## src/ovd_pkg.sv

```systemverilog
// Package with the result type and length tables of the offset varint decoder.
`default_nettype none
package ovd_pkg;

    localparam int unsigned GROUP_BITS = 7;
    localparam int unsigned MAX_BYTES  = 5;
    localparam int unsigned VALUE_W    = 32;
    localparam int unsigned COUNT_W    = 3;

    typedef logic [VALUE_W-1:0] t_value;
    typedef logic [COUNT_W-1:0] t_count;

    typedef struct packed {
        t_value value;
        t_count byte_count;
        logic   overlong_error;
    } t_result;

    function automatic t_value len_offset(input t_count idx);
        t_value r;
        case (idx)
            3'd0:    r = 32'h0000_0000;
            3'd1:    r = 32'h0000_0080;
            3'd2:    r = 32'h0000_4080;
            3'd3:    r = 32'h0020_4080;
            3'd4:    r = 32'h1020_4080;
            default: r = 32'h0000_0000;
        endcase
        return r;
    endfunction

    function automatic t_value sign_limit(input t_count idx);
        t_value r;
        case (idx)
            3'd0:    r = 32'h0000_0040;
            3'd1:    r = 32'h0000_2000;
            3'd2:    r = 32'h0010_0000;
            3'd3:    r = 32'h0800_0000;
            default: r = 32'hFFFF_FFFF;
        endcase
        return r;
    endfunction

endpackage
`default_nettype wire

```

## src/offset_varint_decoder_top.sv

```systemverilog
// Top level of the offset and sign-extended base-128 varint decoder.
// A result enters the output register when its terminating word is accepted, or the skid entry if output is stalled.
// Throughput: one word per cycle while o_stall is low; the decode is a single pass over the current word.
// A two-entry output register with skid; input acceptance stops only while the skid entry is full (o_stall).
// Synchronous active-low reset clears the accumulator, byte index, mode and output valids.
`default_nettype none
module offset_varint_decoder_top (
    input  wire logic                  i_clk,
    input  wire logic                  i_rst_n,
    input  wire logic                  i_cfg_wr_en,
    input  wire logic                  i_cfg_wr_data,
    input  wire logic                  i_valid,
    output logic                       o_stall,
    input  wire logic [7:0]            i_in_byte,
    output logic                       o_valid,
    input  wire logic                  i_stall,
    output ovd_pkg::t_value            o_value,
    output ovd_pkg::t_count            o_byte_count,
    output logic                       o_overlong_error
);
    import ovd_pkg::*;

    logic    r_signed_mode;
    t_value  r_acc,  n_acc;
    t_count  r_idx,  n_idx;
    t_result r_out,  r_skid, n_res;
    logic    r_out_valid, r_skid_valid;
    logic    accept, res_fire, out_free;
    t_value  shifted;
    t_value  merged, dec;

    assign o_stall = r_skid_valid;
    assign accept  = i_valid && !r_skid_valid;
    assign out_free = !r_out_valid || !i_stall;

    always_comb begin
        case (r_idx)
            3'd0:    shifted = {{(VALUE_W-7){1'b0}}, i_in_byte[6:0]};
            3'd1:    shifted = {{(VALUE_W-14){1'b0}}, i_in_byte[6:0], 7'd0};
            3'd2:    shifted = {{(VALUE_W-21){1'b0}}, i_in_byte[6:0], 14'd0};
            3'd3:    shifted = {{(VALUE_W-28){1'b0}}, i_in_byte[6:0], 21'd0};
            3'd4:    shifted = {i_in_byte[3:0], 28'd0};
            default: shifted = '0;
        endcase
        merged = r_acc | shifted;

        if (r_signed_mode) begin
            if (r_idx < 3'd4 && merged >= sign_limit(r_idx)) begin
                dec = merged - (sign_limit(r_idx) << 1);
            end else begin
                dec = merged;
            end
        end else begin
            dec = merged + len_offset(r_idx);
        end

        n_acc    = merged;
        n_idx    = r_idx + 3'd1;
        res_fire = 1'b0;
        n_res.value          = dec;
        n_res.byte_count     = r_idx + 3'd1;
        n_res.overlong_error = 1'b0;
        if (i_in_byte[7]) begin
            if (r_idx == 3'(MAX_BYTES - 1)) begin
                res_fire = 1'b1;
                n_res.value          = '0;
                n_res.byte_count     = 3'(MAX_BYTES);
                n_res.overlong_error = 1'b1;
                n_acc = '0;
                n_idx = '0;
            end
        end else begin
            res_fire = 1'b1;
            n_acc = '0;
            n_idx = '0;
        end
    end

    always_ff @(posedge i_clk) begin
        if (!i_rst_n) begin
            r_signed_mode <= 1'b0;
            r_acc         <= '0;
            r_idx         <= '0;
            r_out_valid   <= 1'b0;
            r_skid_valid  <= 1'b0;
        end else begin
            if (i_cfg_wr_en) begin
                r_signed_mode <= i_cfg_wr_data;
            end
            if (accept) begin
                r_acc <= n_acc;
                r_idx <= n_idx;
            end
            if (out_free) begin
                if (r_skid_valid) begin
                    r_out        <= r_skid;
                    r_out_valid  <= 1'b1;
                    r_skid_valid <= 1'b0;
                end else begin
                    r_out       <= n_res;
                    r_out_valid <= accept && res_fire;
                end
            end else if (accept && res_fire) begin
                r_skid       <= n_res;
                r_skid_valid <= 1'b1;
            end
        end
    end

    assign o_valid          = r_out_valid;
    assign o_value          = r_out.value;
    assign o_byte_count     = r_out.byte_count;
    assign o_overlong_error = r_out.overlong_error;

    a_skid_implies_out: assert property (@(posedge i_clk) disable iff (!i_rst_n)
        r_skid_valid |-> r_out_valid)
        else $error("Skid entry held while output register is empty.");

    a_idx_range: assert property (@(posedge i_clk) disable iff (!i_rst_n)
        r_idx < 3'(MAX_BYTES))
        else $error("Byte index out of range.");

    a_overlong_fields: assert property (@(posedge i_clk) disable iff (!i_rst_n)
        (r_out_valid && r_out.overlong_error) |->
            (r_out.value == '0 && r_out.byte_count == 3'(MAX_BYTES)))
        else $error("Overlong result carries wrong fields.");

    a_end_clears: assert property (@(posedge i_clk) disable iff (!i_rst_n)
        (accept && res_fire) |=> (r_idx == '0 && r_acc == '0))
        else $error("State not cleared after a terminating word.");

    a_count_range: assert property (@(posedge i_clk) disable iff (!i_rst_n)
        r_out_valid |-> (r_out.byte_count != 3'd0 && r_out.byte_count <= 3'(MAX_BYTES)))
        else $error("Result byte count out of range.");

endmodule
`default_nettype wire
```

## config.mk

```make
export PLATFORM = sky130hd
export DESIGN_NAME = offset_varint_decoder_top
export DESIGN_NICKNAME = d
export VERILOG_FILES = /design/src/ovd_pkg.sv /design/src/offset_varint_decoder_top.sv
export SDC_FILE = /design/constraint.sdc
export NUM_CORES = 1
export LEC_CHECK = 0
export BUFFER_PORTS_ARGS = -buffer_cell sky130_fd_sc_hd__buf_2
export CORE_ASPECT_RATIO = 1.1
export CORE_MARGIN = 2
export CORE_UTILIZATION = 55
export CTS_CLUSTER_DIAMETER = 200
export CTS_CLUSTER_SIZE = 14
export DETAILED_ROUTE_END_ITERATION = 16
export PLACE_DENSITY = 0.73
export SKIP_CTS_REPAIR_TIMING = 1
export SYNTH_ARGS = -nofsm -noshare
export SYNTH_HDL_FRONTEND = slang
export SYNTH_SLANG_ARGS = --single-unit
```

## constraint.sdc

```tcl
create_clock -name i_clk -period 6.15 [get_ports i_clk]
set_input_delay 0.615 -clock i_clk [delete_from_list [all_inputs] [get_ports i_clk]]
set_output_delay 0.615 -clock i_clk [all_outputs]
set_load 0.01 [all_outputs]
```

After elaboration in Yosys (flattened, before gate mapping). Index checks and enable logic that the tools add are counted.

Word-level logic and storage cells: 53. Output and inout bits: 38. Memories: 0. Bits in registers: 110. Latch bits: 0. Memory bits (writable): 0. Memory bits (read-only): 0. Bits of input ports: 14.

$lt $le $gt $ge: 2. Shifts and indexed selects: 0. Div/mod/pow operators: 0. Reduce and logical (&&, ||, !) cells: 11. Bitwise gates (word level): 3. Add/subtract/negate cells: 3. Equality and inequality tests: 4. Multiplexer cells: 19. Multipliers: 0.

Operators by type and width (count): $mux 32 (6); $pmux 32 s5 (1); $pmux 32 s4 (1); $pmux 29 s4 (1); $mux 36 (3); $mux 31 (2); $add 32x32->32 (1); $ge 32x32->1 (1); $or 32x32->32 (1); $sub 32x32->32 (1); $eq 3x2->1 const B (2); $mux 3 (2); $add 3x1->3 const B (1); $eq 3x1->1 const B (1); $eq 3x3->1 const B (1); $logic_and 1x1->1 (3); $logic_not 1->1 (3); $logic_not 3->1 (1); $lt 3x3->1 const B (1); $mux 1 (3); $reduce_and 3->1 (1); $not 1->1 (2); $reduce_and 2->1 (1); $reduce_or 2->1 (1); $logic_or 1x1->1 (1).

Longest topological paths before layout. Gate-level depths: netlist of the first run.

Word-level depth: 13. Depth in mapped cells: 20. Gate-level depth less buffers: 15.

Worst setup path after synthesis of the first run. No wires, ideal clock.

Path kind: register to register. Start: register r_idx[0]. End: register r_out (netlist bit o_value[22]), data pin. Cell stages (with the launch flop): 18. Required time: 5.890 ns. Path slack: 1.759 ns. Arrival: 4.131 ns. Clock period less this slack: 4.391 ns. Path buffers: 3. Library setup time: 0.260 ns. Cells stage by stage: dfxtp_1 > inv_1 > ha_1 > or4_1 > buf_6 > a41oi_1 > inv_1 > ha_1 > clkbuf_1 > and3_1 > and2_1 > a221o_1 > a22oi_1 > o21a_1 > buf_2 > nor2_2 > a221o_1 > mux2_2.

RTL lines: from (decl) (RTL line offset_varint_decoder_top.sv:25) `t_count r_idx, n_idx;`; from (signal assigned) (RTL line offset_varint_decoder_top.sv:92) `r_idx <= n_idx;`; to (signal assigned) (RTL line offset_varint_decoder_top.sv:96) `r_out <= r_skid;`; to (signal assigned) (RTL line offset_varint_decoder_top.sv:100) `r_out <= n_res;`; to (decl) (RTL line offset_varint_decoder_top.sv:26) `t_result r_out, r_skid, n_res;`.

==> results.md, run 1 <==
Detailed routing:
- The count of nets left with antenna violations once routing finished came out at 0.
- For this run, design rule violations remaining after detail routing come to 0.
- Across all layers, the routed design uses 7080 vias.
- The average routed wire per standard cell is 19.7 um.
- For this run, the detailed router's first-pass iteration total came to 5.
- For this block, the initial DRC count from the detailed router was about 800.
- Wires add up to 21800 um.
- In the routed layout, each cell is associated on average with a via count of 6.39.

Power and ir drop:
- The worst-case IR drop observed on VDD is 0.137 mV.
- The static leakage is 0.00367 uW.
- The internal power consumption is 1380 uW.
- The analysis attributes to net switching a power of 711 uW.
- Net switching is 33.9% of the power.
- The clock network accounts for 29.9% of the total power.
- The total design power is about 2100 uW.
- Dividing total power by cell area gives a power density of 247 mW/mm2.
- The part of the total power dissipated in sequential elements is 40.1%.
- The combinational group share of total power is 30.0%.

Worst setup path:
- Walking the worst path, the cells encountered are inv_1, ha_1, or4_1, a41oi_1, buf_4, inv_1, ha_1, and3_1, and2_1, a221o_1, a22oi_1, o21a_1, nor2_2, a221o_1, mux2_2.
- STA classifies the critical path startpoint as a register.
- The largest single stage delay on the critical path is 0.73 ns.
- Of all nets on the critical path, the largest fanout is 20.
- Data arrives at the worst endpoint at 5.42 ns.
- In this run the worst setup path begins at r_idx[0].
- The cell with the biggest individual delay on the critical path is sky130_fd_sc_hd__o21a_1.
- The family with the most delay on the worst path is compound AO/OA/AOI/OAI gates.
- The element type at the critical path end is a register.
- The startpoint of the worst-slack reg-to-reg timing path is r_idx[0].
- The classification of the worst setup path is register to register.
- At the worst endpoint, the required time is between 6 and 7 ns.
- The critical path contains buffers and inverters numbering 3 combined.

Timing:
- The highest achievable clock rate is between 0.15 and 0.2 GHz.
- The max-slew violation count is 0.
- At the pin with the least slew margin, the transition time is approximately 1.1 ns.
- The worst clock skew is 0.0140 ns.
- Setup violations remaining at the end of the flow were counted as 0.
- Setup repair after global routing left no endpoint under its margin.
- The worst path needs roughly 5.3 ns of the cycle, external delays included.
- The fraction of the cycle the final worst path needs is 86.5%.
- The worst-case setup margin in the final layout is 0.828 ns.
- In this run the tightest slew margin relative to its limit is 28.0%.
- For the final routed database, the setup TNS stands at 0 ns.
- The number of hold violations in the final report is 0.

Place:
- Prior to clock tree synthesis, the placed netlist has a worst setup slack of between 0.9 and 1 ns.
- The congestion estimate from routability-driven global placement came to 0.975.
- The detailed-placement wirelength estimate is around 16000 um.
- Buffers placed on the I/O ports in this run total 51.
- The post-placement cell count is 1092.

Global route:
- The total overflow left after global routing is 0.
- The number of global-route vias before repair was 6287.
- The maximum number of pins on one net before global-route repair is 41.
- The first global-routing pass estimated roughly 35000 um of wire.
- The global-route usage over all layers is 29.6%.
- The number of antenna violations at the first check in global routing was 0.

Synthesis:
- The synthesized design contains 72 enable-type register cells.
- Counting every net in the synthesized netlist gives roughly 960.
- Among all cell types in the netlist, the one instantiated most often is sky130_fd_sc_hd__nor2_1.
- The summed instance area of the synthesized netlist is 0.00777 mm2.
- Summed over its instances, the top area cell type makes up 27.8% of the synthesized netlist area.
- The commonest cells after synthesis are sky130_fd_sc_hd__nor2_1, sky130_fd_sc_hd__nand2_1, sky130_fd_sc_hd__a21oi_1.
- The cell count after synthesis came out at between 800 and 900.
- The synthesized design contains 110 register bits.
- The async set-reset flop share out of synthesis is 0%.
- The average cell area after synthesis is 8.72 um2.
- sky130_fd_sc_hd__edfxtp_1 takes more of the synthesized area than any other cell.
- The count of yosys warnings during synthesis is 0.
- The dominant register cell in the synthesized netlist is sky130_fd_sc_hd__edfxtp_1.
- In this run, distinct cell masters in the synthesized netlist total between 60 and 70.
- The share of the Yosys chip area taken by registers is between 30% and 40%.
- Sorting the synthesized cells by area gives the leading types as sky130_fd_sc_hd__edfxtp_1, sky130_fd_sc_hd__dfxtp_1, sky130_fd_sc_hd__ha_1.

Min path:
- The class of the worst hold path is register to register.
- In this run the most critical hold path is launched from r_acc[1].

Layout:
- The growth of design area from synthesis to finish is 9.06%.
- In the final layout, the share of cells above drive strength 1 is between 10 and 15%.
- The antenna diode count is 0.
- The number of standard cells in the final layout excluding fillers is 1108.
- Measured on the finished design, the core utilization comes to just over 60%.
- The net total in the final layout is 981.

Clock network:
- The maximum root-to-sink buffer count is 2.
- The clock transition time at the flip-flop clock pins of the worst setup and hold paths is 0.08 ns.
- The clock insertion delay at the later pin of the skew report is 0.36 ns.
- Counting every sink on the clock net gives 110.
- Clock tree synthesis selected as its root buffer the cell sky130_fd_sc_hd__clkbuf_16.
- The number of clock buffers added by TritonCTS is 9.
- TritonCTS built the clock tree.
- In this run the number of H-tree levels came out at 3.

Floorplanning:
- The die covers 0.0151 mm2.
- Once the floorplan was initialized, standard cells occupied 56.3% of the core.
- Pin placement for this block handled 52 I/O pins.
- Measured along the y axis, the die boundary spans ~130 um.
- The die is 117 um wide.
- The floorplan has between 40 and 50 rows.
- The area of the core is 0.0138 mm2.

Run status:
- The run finished with clean final reports.

Job:
- The max-cap violation count is 0.
-- routing by layer --
| layer | vias up | share of wire, % | track usage, % | routed length [um] |
|---|---|---|---|---|
| met5 | - | 0 | 0 | 0 |
| met4 | 0 | 2.5 | 9.21 | 554 |
| met3 | 44 | 8.8 | 3.72 | 1910 |
| met2 | 378 | 43 | 44.8 | 9460 |
| met1 | 3295 | 45 | 44.4 | 9880 |
| li1 | 3363 | - | - | - |
-- layout make-up --
type,count,area (um2)
tap,188,235
inverter,36,135
multi-input combinational,695,4520
clock inverter,7,95.1
fill,1218,5320
timing repair buffer,63,345
sequential,110,2920
clock buffer,9,225
-- state kept, by name (all words and copies together), names as in the netlist --
name,cells
o_stall,1
o_valid,1
r_idx,3
o_byte_count,3
r_signed_mode,1
r_skid,36
o_value,32
r_acc,32
o_overlong_error,1
-- power by group through the flow --
stage / Clock [uW] / Sequential, uW / Combinational, uW
2_1_floorplan: 0 / 873 / 413
3_3_place_gp: 0 / 857 / 604
3_5_place_dp: 0 / 858 / 606
4_1_cts: 628 / 841 / 610
5_1_grt: 659 / 844 / 682
6_report: 626 / 841 / 628
-- worst min-delay path: cells and delay by family, from the launching register on --
kind	cells	cell delay [ns]
flops	1	0.34
simple gates	1	0.07
compound gates	1	0.04
-- cell families after synthesis --
kind of cell | synth area share [%]
compound gates | 23.6
xor+xnor | 3.61
fa+ha+maj | 8.47
buf+inv | 4.41
flops | 37.6
mux | 2.77
simple gates | 19.5
-- per-stage QoR --
| stage | hold slack (ns) | cell area (um2) |
|---|---|---|
| floorplan | 0.438 | 7770 |
| global placement | 0.450 | 8160 |
| detailed placement | 0.458 | 8160 |
| CTS | 0.478 | 8480 |
| global route | 0.498 | 8480 |
| finish | 0.479 | 8480 |
-- placed cells by master (no fill, tap or decap), drive strengths merged, types with 18 or more instances in the layout --
master,instances
a21oi,80
xnor2,26
nor2,95
nand2,84
and3,18
edfxtp,72
inv,39
a21o,23
nor3,35
buf,63
dfxtp,38
a31oi,19
o21ai,45
ha,51
nand3,19
-- final timing paths --
check / end / cells after the start / slack, ns
max: o_value[22] / 15 / 0.83
min: r_acc[1] / 2 / 0.48
max reg2reg: o_value[22] / 15 / 0.83
min reg2reg: r_acc[1] / 2 / 0.48
(Power assumes the default switching activity.)
==> run 2, diff against run 1 <==
--- a/config.mk
+++ b/config.mk
@@ -12,8 +12,10 @@
 export CTS_CLUSTER_DIAMETER = 200
 export CTS_CLUSTER_SIZE = 14
 export DETAILED_ROUTE_END_ITERATION = 16
+export MAX_ROUTING_LAYER = met4
 export PLACE_DENSITY = 0.73
 export SKIP_CTS_REPAIR_TIMING = 1
 export SYNTH_ARGS = -nofsm -noshare
 export SYNTH_HDL_FRONTEND = slang
 export SYNTH_SLANG_ARGS = --single-unit
+export TNS_END_PERCENT = 5
==> results.md, run 2 (synthesized netlist as in run 1, its figures left out) <==
Floorplanning:
- The effective utilization at floorplan is 56.3% (unchanged).
- The die footprint is 0.0151 mm2 (unchanged).
- The vertical die dimension is 129 um (unchanged).
- The placement row count came to 45 (unchanged).
- The horizontal die dimension is 117 um (unchanged).
- The number of top-level pins came to 52 (unchanged).
- The area of the core is 0.0138 mm2 (unchanged).

Power and ir drop:
- The cell area power density is 246 mW/mm2 (-0.57%).
- The static leakage is 0.00365 uW (-0.40%).
- The maximum vdd ir drop is 0.172 mV (+26%).

Timing:
- The number of hold violations in the final report is 0 (unchanged).
- The worst clock skew came to 0.0149 ns (+0.000813 ns).
- The max-slew violation count is 0 (unchanged).
- The worst hold slack is 0.479 ns (+0.000545 ns).
- The highest achievable clock rate is 0.177 GHz (-5.6%).
- The count of endpoints failing setup in the final report is 0 (unchanged).
- The time the final worst path needs with I/O delays and setup came to 5.64 ns (+0.318 ns).
- The final-layout setup total negative slack is 0 ns (unchanged).
- The slew of the pin with the lowest slew margin is 1.10 ns (+0.0271 ns).
- The fraction of the cycle the final worst path needs is 91.7% (+5.2 points).
- The normalized max-slew margin is 26.2% (-1.8 points).
- Setup repair after global routing left no endpoint under its margin.

Clock network:
- The TritonCTS clock tree is done.
- The number of buffers inserted during clock tree synthesis is 9 (unchanged).
- The clock transition time at the flip-flop clock pins of the worst setup and hold paths was 0.09 ns (about the same).
- The tree is rooted in a sky130_fd_sc_hd__clkbuf_16.
- The number of sinks driven by the clock tree is 110 (unchanged).
- The maximum root-to-sink buffer count is 2 (unchanged).
- The number of H-tree levels was 3 (unchanged).
- The clock insertion delay at the later pin of the skew report is 0.36 ns (about the same).

Layout:
- The finished layout cell area is 0.00845 mm2 (-0.34%).
- The net total in the final layout is 979 (-0.20%).
- r_skid holds more flip-flops than any other register.
- The share of final-layout standard cells stronger than drive strength 1 is 11.9% (-0.19 points).
- In the layout the commonest cells are sky130_fd_sc_hd__nor2_1, sky130_fd_sc_hd__nand2_1, sky130_fd_sc_hd__a21oi_1.
- The most frequent standard cell in the layout excluding fill and tap cells is sky130_fd_sc_hd__nor2_1.
- The flip-flop count of the largest register, all copies and words added is 36 (unchanged).
- The growth of design area from synthesis to finish is 8.69%.
- The antenna diode count is 0 (unchanged).
- The final design utilization is 61.2% (-0.21 points).
- The number of standard cells in the final layout excluding fillers is 1106 (-0.18%).
- The final-layout fill cell count is 1227 (+0.74%).

Global route:
- The maximum number of pins on one net before global-route repair is 37 (-9.8%).
- The number of antenna violations at the first check in global routing was 0 (unchanged).
- The final global-route overflow total is 0 (unchanged).
- The number of global-route vias before repair is 6502 (+3.4%).
- The global-route usage over all layers is 30.8% (+1.2 points).
- The wire length of the first global-routing pass came to 35400 um (+0.85%).

Worst setup path:
- The worst path required time was 6.33 ns (+0.08 ns).
- The largest stage delay on the critical path is 0.82 ns (+0.09 ns).
- The data arrival time of the critical path is 5.82 ns (+0.40 ns).
- The critical path goes through inv_1, ha_1, or4_1, a41oi_1, inv_1, ha_1, nand3_1, nor4_1, a221o_1, a22oi_1, o21a_1, a2111oi_0, o22ai_1, o21ai_0.
- The element type at the critical path end is a register.
- The count of buffering cells on the critical path with inverters included is 2 (-1).
- The kind of cell with the highest combined delay along the critical path is compound AO/OA/AOI/OAI gates.
- STA classifies the critical path startpoint as a register.
- On the critical path, the stage with the largest delay is an instance of sky130_fd_sc_hd__a2111oi_0.
- The maximum fanout count along the critical path is 20 (unchanged).
- The worst setup path is of the register to register kind.

Detailed routing:
- The number of vias after detailed routing is 7081 (+0.014%).
- The count of nets left with antenna violations after detail routing is 0 (unchanged).
- The number of design-rule violations left by the first detailed-router iteration is 754 (-6.8%).
- The first-pass detailed-route iteration total is 5 (unchanged).
- The average routed wire per standard cell is 20.0 um (+1.7%).
- The number of DRC violations after detailed routing is 0 (unchanged).
- The ratio of routed vias to standard cells came to 6.40 (+0.19%).
- The total wire length after detailed routing is 22100 um (+1.5%).

Place:
- The post-placement cell count came to 1090 (-0.18%).
- The detailed-placement wirelength estimate is 16700 um (+2.0%).
- The post-detailed-placement cell area is 0.00814 mm2 (-0.18%).
- The count of input and output buffers is 51 (unchanged).
- The final estimated routing congestion in global placement is 0.975 (about the same).

Min path:
- The class of the worst hold path is register to register.

Job:
- The max-cap violation count came to 0 (unchanged).

Run status:
- The run finished with clean final reports.
[run 2: cell types whose count changed in the layout (fill, tap and decap cells not counted)]
cell / delta
sky130_fd_sc_hd__inv_12: +1
sky130_fd_sc_hd__buf_4: -2
sky130_fd_sc_hd__clkinv_4: +1
sky130_fd_sc_hd__bufinv_16: -1
sky130_fd_sc_hd__inv_6: -1
[run 2: path summary, 6_finish.rpt]
path / from / to / slack (ns) / cells after the start
hold reg to reg: r_acc[3] / r_acc[3] / 0.48 / 2
hold / removal: r_acc[3] / r_acc[3] / 0.48 / 2
setup / recovery: r_idx[0] / o_value[23] / 0.51 / 14
setup reg to reg: r_idx[0] / o_value[23] / 0.51 / 14
[run 2: worst reg2reg max path, delay by kind of cell, from the launching register on]
kind                     cells  cell delay, ns
adder cells (fa/ha/maj)      2            0.78
AO/OA/AOI/OAI                7            2.62
flip-flops                   1            0.43
AND/OR/NAND/NOR              3            1.38
buffers and inverters        2            0.26
[run 2: cell type report]
| cell class | instances | area [um2] | area share, % |
|---|---|---|---|
| tap | 188 | 235 | 2.78 |
| timing repair buffer | 61 | 330 | 3.91 |
| clock inverter | 7 | 81.3 | 0.963 |
| inverter | 36 | 135 | 1.60 |
| sequential | 110 | 2920 | 34.6 |
| clock buffer | 9 | 225 | 2.67 |
| multi-input combinational | 695 | 4520 | 53.5 |
[run 2: metal layers]
metal	wire length, um	global-route usage (%)	up-vias	part of all wire (%)
li1	-	-	3365	-
met1	10400	43.6	3375	47
met2	9670	47.4	304	44
met3	1550	2.88	37	7.0
met4	482	8.65	0	2.2
met5	0	-	-	0
[run 2: per-stage QoR]
step,total power [uW],worst slack (ns)
final,2080,0.511
after CTS,2050,0.697
after global routing,2150,0.244
after global placement,1460,0.873
after detailed placement,1470,0.723
after floorplan,1290,1.76
[run 2: report_power, final]
group / internal (uW) / total (uW) / switching, uW / leakage [uW]
combinational: 225 / 630 / 405 / 0.00252
sequential: 832 / 843 / 10.8 / 0.000987
clock: 294 / 603 / 309 / 0.000150
total: 1350 / 2080 / 724 / 0.00365
==> run 3, diff against run 2 <==
--- a/config.mk
+++ b/config.mk
@@ -6,14 +6,16 @@
 export NUM_CORES = 1
 export LEC_CHECK = 0
 export BUFFER_PORTS_ARGS = -buffer_cell sky130_fd_sc_hd__buf_2
+export CELL_PAD_IN_SITES_DETAIL_PLACEMENT = 0
+export CELL_PAD_IN_SITES_GLOBAL_PLACEMENT = 2
 export CORE_ASPECT_RATIO = 1.1
 export CORE_MARGIN = 2
-export CORE_UTILIZATION = 55
+export CORE_UTILIZATION = 38
 export CTS_CLUSTER_DIAMETER = 200
 export CTS_CLUSTER_SIZE = 14
 export DETAILED_ROUTE_END_ITERATION = 16
 export MAX_ROUTING_LAYER = met4
-export PLACE_DENSITY = 0.73
+export PLACE_DENSITY_LB_ADDON = 0.1
 export SKIP_CTS_REPAIR_TIMING = 1
 export SYNTH_ARGS = -nofsm -noshare
 export SYNTH_HDL_FRONTEND = slang
==> results.md, run 3 (synthesized netlist as in run 1, its figures left out) <==
Run status:
- The flow ran to the end, and the final reports show no timing, DRC or antenna violations.

Layout:
- The net total in the final layout is 983 (+0.41%).
- The share of final-layout standard cells stronger than drive strength 1 is 12.3% (+0.38 points).
- The finished layout cell area is 0.00855 mm2 (+1.2%).
- The register name with the most flops is r_skid.
- The top cell types in the final layout, fill and taps aside, are sky130_fd_sc_hd__nor2_1, sky130_fd_sc_hd__nand2_1, sky130_fd_sc_hd__a21oi_1.
- The number of standard cells in the final layout excluding fillers is 1174 (+6.1%).
- The final-layout fill cell count was 1977 (+61%).
- The library cell used most frequently in the layout, excluding fill and tap cells, is sky130_fd_sc_hd__nor2_1.
- The final design utilization is 42.9% (-18 points).
- The antenna diode count is 0 (unchanged).
- The flip-flop count of the largest register, all copies and words added is 36 (unchanged).
- The area growth from synthesis to layout is 10.0%.

Clock network:
- The number of H-tree levels came to 3 (unchanged).
- The number of sinks driven by the clock tree is 110 (unchanged).
- The TritonCTS clock tree is done.
- The clock insertion delay at the later pin of the skew report is 0.37 ns (about the same).
- The clock transition time at the flip-flop clock pins of the worst setup and hold paths was 0.08 ns (about the same).
- The cell at the root of the clock tree is sky130_fd_sc_hd__clkbuf_16.
- The number of buffers inserted during clock tree synthesis is 9 (unchanged).
- The maximum root-to-sink buffer count is 2 (unchanged).

Floorplanning:
- The number of top-level pins is 52 (unchanged).
- The vertical die dimension came to 154 um (+20%).
- The horizontal die dimension is 140 um (+20%).
- The placement row count came to 54 (+20%).
- The area of the core is 0.0199 mm2 (+44%).
- The die footprint is 0.0216 mm2 (+43%).
- The effective utilization at floorplan is 39.0% (-17 points).

Timing:
- The normalized max-slew margin came to 23.5% (-2.7 points).
- The worst clock skew is 0.0102 ns (-0.00464 ns).
- The fraction of the cycle the final worst path needs is 90.3% (-1.4 points).
- The max-slew violation count was 0 (unchanged).
- The highest achievable clock rate is 0.180 GHz (+1.5%).
- The final-layout setup total negative slack is 0 ns (unchanged).
- The slew of the pin with the lowest slew margin is 1.14 ns (+0.0404 ns).
- The count of endpoints failing setup in the final report is 0 (unchanged).
- The number of hold violations in the final report came to 0 (unchanged).
- The time the final worst path needs with I/O delays and setup is 5.56 ns (-0.0833 ns).
- Setup repair after global routing left no endpoint under its margin.

Worst setup path:
- The type of origin of the critical path is a register.
- The maximum fanout count along the critical path is 14 (-30%).
- The data arrival time of the critical path is 5.75 ns (-0.07 ns).
- The worst path required time was 6.35 ns (+0.02 ns).
- The critical path starts at r_idx[0].
- The worst register-to-register path begins at r_idx[0].
- STA classifies the critical path endpoint as a register.
- The critical path is of the register to register type.

Place:
- The post-detailed-placement cell area is 0.00825 mm2 (+1.4%).
- The post-placement cell count is 1158 (+6.2%).
- The final estimated routing congestion in global placement is 0.887 (-9.1%).
- The count of input and output buffers was 51 (unchanged).
- The detailed-placement wirelength estimate is 19900 um (+20%).

Global route:
- The maximum number of pins on one net before global-route repair is 42 (+14%).
- The number of antenna violations at the first check in global routing was 0 (unchanged).
- The final global-route overflow total is 0 (unchanged).
- The number of global-route vias before repair is 6498 (-0.062%).
- The global-route usage over all layers came to 24.8% (-5.9 points).
- The wire length of the first global-routing pass is 40000 um (+13%).

Detailed routing:
- The number of vias after detailed routing is 6960 (-1.7%).
- The total wire length after detailed routing is 26200 um (+18%).
- The average routed wire per standard cell was 22.3 um (+11%).
- The count of nets left with antenna violations after detail routing was 0 (unchanged).
- The number of DRC violations after detailed routing is 0 (unchanged).
- The first-pass detailed-route iteration total was 5 (unchanged).
- The ratio of routed vias to standard cells is 5.93 (-7.4%).
- The number of design-rule violations left by the first detailed-router iteration is 540 (-28%).

Power and ir drop:
- The cell area power density is 247 mW/mm2 (+0.52%).
- The maximum vdd ir drop is 0.119 mV (-31%).
- The static leakage came to 0.00367 uW (+0.53%).

Job:
- The max-cap violation count is 0 (unchanged).

Min path:
- The start point of the worst hold path is r_acc[2].
- The worst hold path belongs to the class register to register.
## run 3: where the power goes
| part | switching (uW) | internal (uW) |
|---|---|---|
| clock | 307 | 290 |
| combinational | 436 | 237 |
| sequential | 10.6 | 832 |
## run 3: critical path, stage by stage (launching register included)
cell	delay, ns
sky130_fd_sc_hd__dfxtp_1	0.44
sky130_fd_sc_hd__inv_1	0.11
sky130_fd_sc_hd__ha_1	0.29
sky130_fd_sc_hd__or4_1	0.69
sky130_fd_sc_hd__a41oi_1	0.48
sky130_fd_sc_hd__inv_1	0.18
sky130_fd_sc_hd__ha_1	0.53
sky130_fd_sc_hd__nand3_1	0.21
sky130_fd_sc_hd__nor4_1	0.51
sky130_fd_sc_hd__a221o_1	0.25
sky130_fd_sc_hd__a22oi_1	0.11
sky130_fd_sc_hd__o21a_1	0.37
sky130_fd_sc_hd__a2111oi_0	0.67
sky130_fd_sc_hd__buf_4	0.22
sky130_fd_sc_hd__o22ai_1	0.12
sky130_fd_sc_hd__o21ai_0	0.20
## run 3: layer usage
| metal | wire, um | track usage [%] | share of wire [%] |
|---|---|---|---|
| met5 | 0 | - | 0 |
| met4 | 575 | 7.26 | 2.2 |
| met3 | 1610 | 3.71 | 6.2 |
| met2 | 11000 | 35.0 | 42 |
| met1 | 13000 | 36.8 | 50 |
## run 3: through the flow
stage | total power [uW] | hold WS, ns | worst slack, ns
finish | 2110 | 0.475 | 0.594
global route | 2220 | 0.511 | 0.159
CTS | 2120 | 0.480 | 0.624
detailed placement | 1520 | 0.461 | 0.670
global placement | 1520 | 0.449 | 0.976
floorplan | 1290 | 0.438 | 1.76
## run 3: final timing paths
| kind | end | slack (ns) | depth (start not counted) |
|---|---|---|---|
| worst max-delay path | o_value[23] | 0.59 | 15 |
| worst min-delay path | r_acc[2] | 0.47 | 2 |
| worst max register to register | o_value[23] | 0.59 | 15 |
| worst min register to register | r_acc[2] | 0.47 | 2 |
## run 3: area by class of cell
class	count	area, um2	share of cell area [%]
Multi-Input combinational cell	695	4520	52.8
Sequential cell	110	2920	34.2
Timing Repair Buffer	65	360	4.21
Tap cell	252	315	3.69
Clock buffer	9	225	2.63
Inverter	36	135	1.58
Clock inverter	7	76.3	0.892
